## config.mk

```make
export PLATFORM = sky130hd
export DESIGN_NAME = nce_div
export DESIGN_NICKNAME = d
export VERILOG_FILES = /design/src/rtl/nce_pkg.sv /design/src/rtl/nce_div.sv
export SDC_FILE = /design/constraint.sdc
export NUM_CORES = 1
export LEC_CHECK = 0
export ABC_CLOCK_PERIOD_IN_PS = 7600
export BUFFER_PORTS_ARGS = -buffer_cell sky130_fd_sc_hd__buf_2
export CAP_MARGIN = 15
export CORE_UTILIZATION = 55
export CTS_CLUSTER_DIAMETER = 50
export CTS_CLUSTER_SIZE = 28
export DETAILED_ROUTE_END_ITERATION = 6
export MAX_ROUTING_LAYER = met4
export PLACE_DENSITY_LB_ADDON = 0.08
export SETUP_SLACK_MARGIN = 0.3
export SLEW_MARGIN = 15
export SYNTH_ARGS = -nofsm -noshare
export SYNTH_HDL_FRONTEND = slang
export SYNTH_SLANG_ARGS = --single-unit
```

## constraint.sdc

```tcl
create_clock -name clk -period 7.6 [get_ports clk]
set_clock_uncertainty 0.15 [all_clocks]
set_input_delay 0.76 -clock clk [delete_from_list [all_inputs] [get_ports clk]]
set_output_delay 0.76 -clock clk [all_outputs]
set_load 0.005 [all_outputs]
```

## src/rtl/nce_pkg.sv

```systemverilog
`default_nettype none
package nce_pkg;

	localparam int MAX_POINTS_DEF = 64;
	localparam int MAX_ORDER_DEF  = 4;

	// t = u * L and knot positions, Q.16 on the knot-interval scale
	localparam int TW = 24;
	// basis values, Q1.30
	localparam int BW = 31;
	localparam logic [BW-1:0] BASIS_ONE = 31'h4000_0000;

	localparam logic OP_WRITE = 1'b0;
	localparam logic OP_EVAL  = 1'b1;

	localparam logic REG_ORDER  = 1'b0;
	localparam logic REG_POINTS = 1'b1;

	typedef struct packed {
		logic start;
		logic full;
	} div_ctl_t;

	// knot j of the pinned uniform vector: clamp(j - d, 0, L) in units of 1.0
	function automatic logic [TW-1:0] knot_pos(input logic [8:0] j, input logic [2:0] d,
			input logic [6:0] len);
		logic signed [9:0] v;
		logic [6:0] c;
		v = $signed({1'b0, j}) - $signed({7'b0, d});
		if (v < 0) begin
			c = '0;
		end else if (v > $signed({3'b0, len})) begin
			c = len;
		end else begin
			c = v[6:0];
		end
		return {1'b0, c, 16'h0};
	endfunction

endpackage
`default_nettype wire

```

## src/rtl/nce_div.sv

```systemverilog
`default_nettype none
// Restoring divider, one quotient bit per cycle. Short mode assumes the
// quotient fits in 32 bits and skips the upper half.
module nce_div import nce_pkg::*; (
	input  wire logic        clk,
	input  wire logic        arst_n,
	input  wire div_ctl_t    ctl,
	input  wire logic [63:0] num,
	input  wire logic [31:0] den,
	output logic             busy,
	output logic             done,
	output logic [63:0]      quo
);

	logic [31:0] rem_q;
	logic [31:0] den_q;
	logic [63:0] quo_q;
	logic [5:0]  cnt_q;
	logic        run_q;
	logic        done_q;
	logic [32:0] trial;
	logic [32:0] diff;
	logic        ge;

	assign trial = {rem_q, quo_q[63]};
	assign diff  = trial - {1'b0, den_q};
	assign ge    = trial >= {1'b0, den_q};

	always_ff @(posedge clk or negedge arst_n) begin
		if (!arst_n) begin
			run_q  <= 1'b0;
			done_q <= 1'b0;
			cnt_q  <= '0;
		end else begin
			done_q <= 1'b0;
			if (ctl.start) begin
				run_q <= 1'b1;
				cnt_q <= ctl.full ? 6'd63 : 6'd31;
			end else if (run_q) begin
				cnt_q <= cnt_q - 6'd1;
				if (cnt_q == '0) begin
					run_q  <= 1'b0;
					done_q <= 1'b1;
				end
			end
		end
	end

	always_ff @(posedge clk) begin
		if (ctl.start) begin
			den_q <= den;
			if (ctl.full) begin
				rem_q <= '0;
				quo_q <= num;
			end else begin
				rem_q <= num[63:32];
				quo_q <= {num[31:0], 32'h0};
			end
		end else if (run_q) begin
			rem_q <= ge ? diff[31:0] : trial[31:0];
			quo_q <= {quo_q[62:0], ge};
		end
	end

	assign busy = run_q;
	assign done = done_q;
	assign quo  = quo_q;

endmodule
`default_nettype wire

```

==> metrics.txt, run 1 <==
CTS Sinks=136; Placer Congestion=roughly 0.92; H-tree depth=4; max-slew violations=0; reg2reg start=den_q[1]; synthesis warning total=0; hold buffer count at CTS=0; Post-Synth XOR/XNOR Area=between 3 and 4%; first-pass GRT wire length=30,900 um; simple-gate area share of the yosys netlist=under 10%; cts bufs inserted=17; post-synthesis mux area share=5.51%; die width=roughly 120 um; Die H=~120 um; Synth Area per Inst=10.8 um2; worst reg-to-reg path cell count=12; cell family with most CP delay=compound AO/OA/AOI/OAI gates; dpl cell area=8570 um2; Final HPWL DP=between 10,000 and 15,000 um; R2R setup slack=~4.0 ns; CP endpoint kind=flop; Hold Slack=~0.024 ns; Async SR Flop Fraction=5.88%; Critical-path top delay cell=buf_4; WP depth=12; Tmin final=between 3 and 4 ns; CP dominant cell by count=a21oi_1; Worst slew margin=between 40% and 50%; I/O Buffers=roughly 170; Worst setup endpoint=rem_q[25]; Post-synth EDFFs=128; #FFs+latches synth=136; worst-skew pair later-pin latency=0.42 ns; root buffer cell=clkbuf_16; Final Hold Vio Count=0; Setup Fix Bufs, Post-CTS=0; total length of routed wires=19,800 um; main combinational cell family by area after synthesis=compound AO/OA/AOI/OAI gates; Crit Path Max Fanout=38; layout cell share with drive strength beyond 1=24.4%; Overflow after GRT=0; setup_tns=0 ns; Critical R2R Capture=rem_q[25]; total power=slightly above 0.003 W; Leak Pwr=a little over 4 nW; proportion of synthesized chip area in sequential cells=between 50% and 60%; antenna violations before repair=1; Worst Path Arrival=~3.6 ns; Critical path buffers and inverters=2; via count=about 6,200; critical-path cell list=inv_1 > ha_1 > nor2b_1 > o2111ai_1 > a31oi_1 > a21oi_1 > a2bb2oi_1 > a21oi_4 > buf_4 > nor2_1 > a21oi_1 > o21ai_0; maximum root-to-sink buffer count=2; final net count=~1,000; Post-Syn Area=between 7000 and 8000 um2; hold crit path type=in2async; P per Cell Area=around 340 nW/um2; Worst VDD drop=roughly 0.24 mV; Rows=42; final critical-path share of the clock period=about 48%; Post-CTS Resized=0; vias in the first global route=slightly above 6,000; RSZ-0062 raised after global routing=false; Detail Route Antenna Nets=0; Cells after Synth=around 700; IO Pins=roughly 170; Fmax=~280 MHz; synthesized net count=approximately 840; Unique masters post-synth=54; CTS tree=built; Startpoint Class=flop; All-Layer GR Usage=between 20 and 30%; max_cap viols=0; status=complete, no violations; Synth Flop Type=edfxtp_1; initial DRC count=about 530; Worst-Margin Slew=about 0.85 ns; Post-Synth Adder-Cell Area=just under 6%; routed len/inst=about 19 um; Layout Area Growth over Synthesis=20.2%; pin count of the biggest net entering global routing=77; commonest non-fill, non-tap cells in the layout=buf_2 (164), edfxtp_1 (128), a21oi_1 (86); Worst Path Class, Setup=reg2reg; Worst EP required=7.58 ns; crit path from=den_q[1]; crit-path max cell delay=0.45 ns; core region area=~13,000 um2; commonest non-fill, non-tap cell in the layout=buf_2; drt drc=0; Core Util, Final=68.5%; complex-gate fraction of the synthesized area=around 18%; design area=9180 um2; die area=approximately 14,000 um2; number of detailed-route iterations in the first pass=7; Via density=5.85; filler cell count=1,077; Initial Util=roughly 57%; Reg clk slew, reported paths=approximately 0.060 ns; setup violators final=0
-- stage by stage --
stage,instances,setup slack [ns]
floorplan,707,4.04
global placement,1017,4.08
detailed placement,1017,4.00
CTS,1049,3.98
global route,1051,3.70
finish,1051,3.97
-- layout make-up --
type                    instances  area (um2)  area share [%]
well taps                     176         220            2.40
clock buffers                  21         470            5.13
repair buffers                172         885            9.64
diodes                          1        2.50          0.0273
clock inverters                11         123            1.34
multi-input cells             492        3270            35.7
inverters                      42         159            1.73
flip-flops and latches        136        4040            44.1
-- power breakdown --
group          switching (W)  internal, W
clock               0.000321     0.000508
combinational       0.000692     0.000486
sequential         0.0000908     0.000985
total                0.00110      0.00198
-- worst min-delay path by stage --
stage               depth (start not counted)       end
finish                                      1      done
global route                                1      done
CTS                                         1      done
detailed placement                          2  cnt_q[0]
global placement                            2  cnt_q[0]
floorplan                                   0      busy
-- metal layers --
metal	up-vias	global-route usage (%)	share of wire, %
met4	0	10.9	2.5
li1	2920	-	-
met3	40	5.80	5.6
met5	-	-	0
met2	241	48.1	50
met1	2951	35.4	41
-- cell usage after synthesis (2+ instances only) --
library cell / n / area [um2]
a31oi_1: 2 / 12.5
o21bai_1: 5 / 37.5
nor2b_1: 2 / 12.5
a21oi_1: 86 / 430
xor2_1: 16 / 140
a221oi_1: 2 / 17.5
nand3_1: 9 / 45.0
o211ai_1: 4 / 30.0
dfrtp_1: 8 / 200
clkbuf_1: 25 / 93.8
nand2_1: 52 / 195
nor2_1: 71 / 267
and3_1: 6 / 37.5
nand2b_1: 4 / 25.0
a21o_1: 13 / 97.6
xnor2_1: 18 / 158
inv_1: 41 / 154
o21ai_1: 4 / 20.0
o2111ai_1: 2 / 17.5
buf_1: 6 / 22.5
o21ai_0: 43 / 215
a22o_1: 31 / 272
mux2i_1: 42 / 420
buf_4: 3 / 22.5
edfxtp_1: 128 / 3840
nor3_1: 9 / 45.0
a32oi_1: 6 / 52.6
o21a_1: 3 / 22.5
nand4_1: 6 / 37.5
nor4_1: 3 / 18.8
ha_1: 34 / 425
-- flip-flops by register name, summed over array words and instances (netlist names) --
signal / cells
rem_q: 32
cnt_q: 6
den_q: 32
quo: 64
busy: 1
done: 1
-- cells by family (layout without fill, tap and decap cells) --
group / count (synthesis) / after routing
fa+ha+maj: 35 / 35
compound gates: 213 / 213
mux: 42 / 42
simple gates: 168 / 168
xor+xnor: 34 / 34
other cells: 0 / 1
buf+inv: 79 / 246
flops: 136 / 136
(Power assumes the default switching activity.)
==> run 2, diff against run 1 <==
--- a/config.mk
+++ b/config.mk
@@ -5,7 +5,7 @@
 export SDC_FILE = /design/constraint.sdc
 export NUM_CORES = 1
 export LEC_CHECK = 0
-export ABC_CLOCK_PERIOD_IN_PS = 7600
+export ABC_CLOCK_PERIOD_IN_PS = 3570
 export BUFFER_PORTS_ARGS = -buffer_cell sky130_fd_sc_hd__buf_2
 export CAP_MARGIN = 15
 export CORE_UTILIZATION = 55
==> constraint.sdc (replaced) <==
create_clock -name clk -period 3.57 [get_ports clk]
set_clock_uncertainty 0.15 [all_clocks]
set_input_delay 0.357 -clock clk [delete_from_list [all_inputs] [get_ports clk]]
set_output_delay 0.357 -clock clk [all_outputs]
set_load 0.005 [all_outputs]
==> run 2 against run 1 <==
Compared with the run above:
- critical endpoint is now rem_q[28]
- largest power group unchanged
- clock power rose by 120%
- critical path depth rose by 1
- maximum frequency rose by 12%
- via count rose by 3.7%
- cell count rose by 5.0%
- hold slack improved by 0.051 ns
- die area did not move
- power rose by 130%
- register-to-register slack got worse by 3.7 ns
==> metrics.txt, run 2 (synthesized netlist as in run 1, its figures left out) <==
Worst-Margin Slew=approximately 0.58 ns; I/O Buffers=165; number of flip-flops in the largest register=64; dpl cell area=~8700 um2; first-pass GRT wire length=around 32,000 um; Critical-path top delay cell=edfxtp_1; cts bufs inserted=17; Placer Congestion=0.909; initial DRC count=521; Leak Pwr=4.36 nW; status=complete, no violations; Critical path buffers and inverters=2; commonest non-fill, non-tap cell in the layout=buf_2; CTS Sinks=roughly 140; die area=around 14,000 um2; CP dominant cell by count=inv_2; Final Hold Vio Count=0; via count=6,381; Overflow after GRT=0; Die H=approximately 120 um; final net count=between 1,000 and 1,500; IO Pins=around 170; setup violators final=0; hold crit path type=in2reg; Tmin final=3.25 ns; number of detailed-route iterations in the first pass=5; non-filler cells, final=between 1,000 and 1,500; Detail Route Antenna Nets=0; crit-path max cell delay=0.41 ns; critical-path cell list=inv_2 > ha_4 > inv_2 > fa_2 > a21o_1 > a221o_1 > a211oi_4 > o221ai_4 > o41ai_4 > o21ai_2 > xnor2_1 > mux2i_1 > a21oi_1; core region area=between 10,000 and 15,000 um2; CTS tree=built; Fmax=just over 300 MHz; routed len/inst=roughly 19 um; final critical-path share of the clock period=91.1%; max-slew violations=0; pin count of the biggest net entering global routing=94; die width=about 120 um; Hold Path Stages=3; max_cap viols=0; Layout Area Growth over Synthesis=28.6%; Via density=between 5 and 6; cell family with most CP delay=compound AO/OA/AOI/OAI gates; worst-skew pair later-pin latency=roughly 0.42 ns; setup_tns=0 ns; maximum root-to-sink buffer count=2; Worst Path Class, Setup=reg2reg; Rows=42; Crit Path Max Fanout=3; CP endpoint kind=flop; commonest non-fill, non-tap cells in the layout=buf_2 (164), edfxtp_1 (128), a21oi_1 (81); P per Cell Area=between 700 and 800 nW/um2; layout cell share with drive strength beyond 1=between 20% and 30%; drt drc=0; Worst EP required=around 3.6 ns; Worst Path Arrival=3.26 ns; antenna violations before repair=1; placed insts=a little over 1,000; Startpoint Class=flop; Core Util, Final=73.2%; vias in the first global route=~6,400; RSZ-0062 raised after global routing=true; Hold Slack=between 0.07 and 0.08 ns; H-tree depth=4; design area=a little under 10,000 um2; Worst slew margin=between 60% and 70%; Initial Util=56.9%; root buffer cell=clkbuf_16; filler cell count=around 990; All-Layer GR Usage=29.8%; total length of routed wires=20,600 um; Worst VDD drop=0.442 mV; worst reg-to-reg path cell count=13; Reg clk slew, reported paths=about 0.060 ns; Final HPWL DP=14,600 um; WP depth=13
-- run 2: cell types whose count changed in the layout (fill, tap and decap cells not counted), sizes merged --
cell         before  now
inv              41   40
clkinvlp          4    2
bufinv            2    3
clkbuf           21   26
dlygate4sd3       0   33
buf             172  190
clkinv            6    5
-- run 2: power by group --
| part | internal, W | switching, W | total (W) |
|---|---|---|---|
| combinational | 0.00128 | 0.00161 | 0.00288 |
| clock | 0.00115 | 0.000659 | 0.00181 |
| sequential | 0.00210 | 0.000186 | 0.00228 |
| total | 0.00453 | 0.00245 | 0.00698 |
-- run 2: metrics by stage --
stage               power (W)  worst slack (ns)
floorplan             0.00415             0.412
global placement      0.00484             0.291
CTS                   0.00678             0.174
global route          0.00734             0.183
detailed placement    0.00489             0.175
finish                0.00698             0.317
-- run 2: worst paths after layout --
kind	to	slack, ns	start
max	rem_q[28]	0.32	quo[63]
min reg2reg	cnt_q[0]	0.36	cnt_q[0]
max reg2reg	rem_q[28]	0.32	quo[63]
min in group asynchronous	cnt_q[3]	0.17	arst_n
max in group asynchronous	cnt_q[5]	2.93	arst_n
min	quo[0]	0.07	num[0]
-- run 2: worst reg2reg max path, stage by stage (launching register included) --
cell      delay [ns]
edfxtp_1        0.41
inv_2           0.09
ha_4            0.12
inv_2           0.03
fa_2            0.33
a21o_1          0.20
a221o_1         0.37
a211oi_4        0.32
o221ai_4        0.17
o41ai_4         0.29
o21ai_2         0.11
xnor2_1         0.14
mux2i_1         0.18
a21oi_1         0.09
-- run 2: cell type report --
type | count | area, um2 | share of cell area [%]
antenna | 1 | 2.50 | 0.0255
tap | 176 | 220 | 2.24
clock buffer | 24 | 482 | 4.91
inverter | 42 | 159 | 1.62
multi-input combinational | 492 | 3350 | 34.1
timing repair buffer | 225 | 1430 | 14.6
sequential | 136 | 4040 | 41.2
clock inverter | 8 | 120 | 1.22
-- run 2: repair_timing --
item,4_1_cts,5_1_grt
pin swaps,6,13
hold endpoints to repair,39,1
cloned,0,2
resized for setup,3,15
hold buffers,32,1
setup buffers,4,4
endpoints found under the setup margin,4,32
-- run 2: per-layer routing --
| layer | track usage, % | up-vias | share of wire, % |
|---|---|---|---|
| met5 | - | - | 0 |
| met2 | 49.6 | 233 | 50 |
| met3 | 6.65 | 53 | 6.0 |
| met1 | 35.1 | 3074 | 41 |
| li1 | - | 3021 | - |
| met4 | 12.3 | 0 | 3.0 |
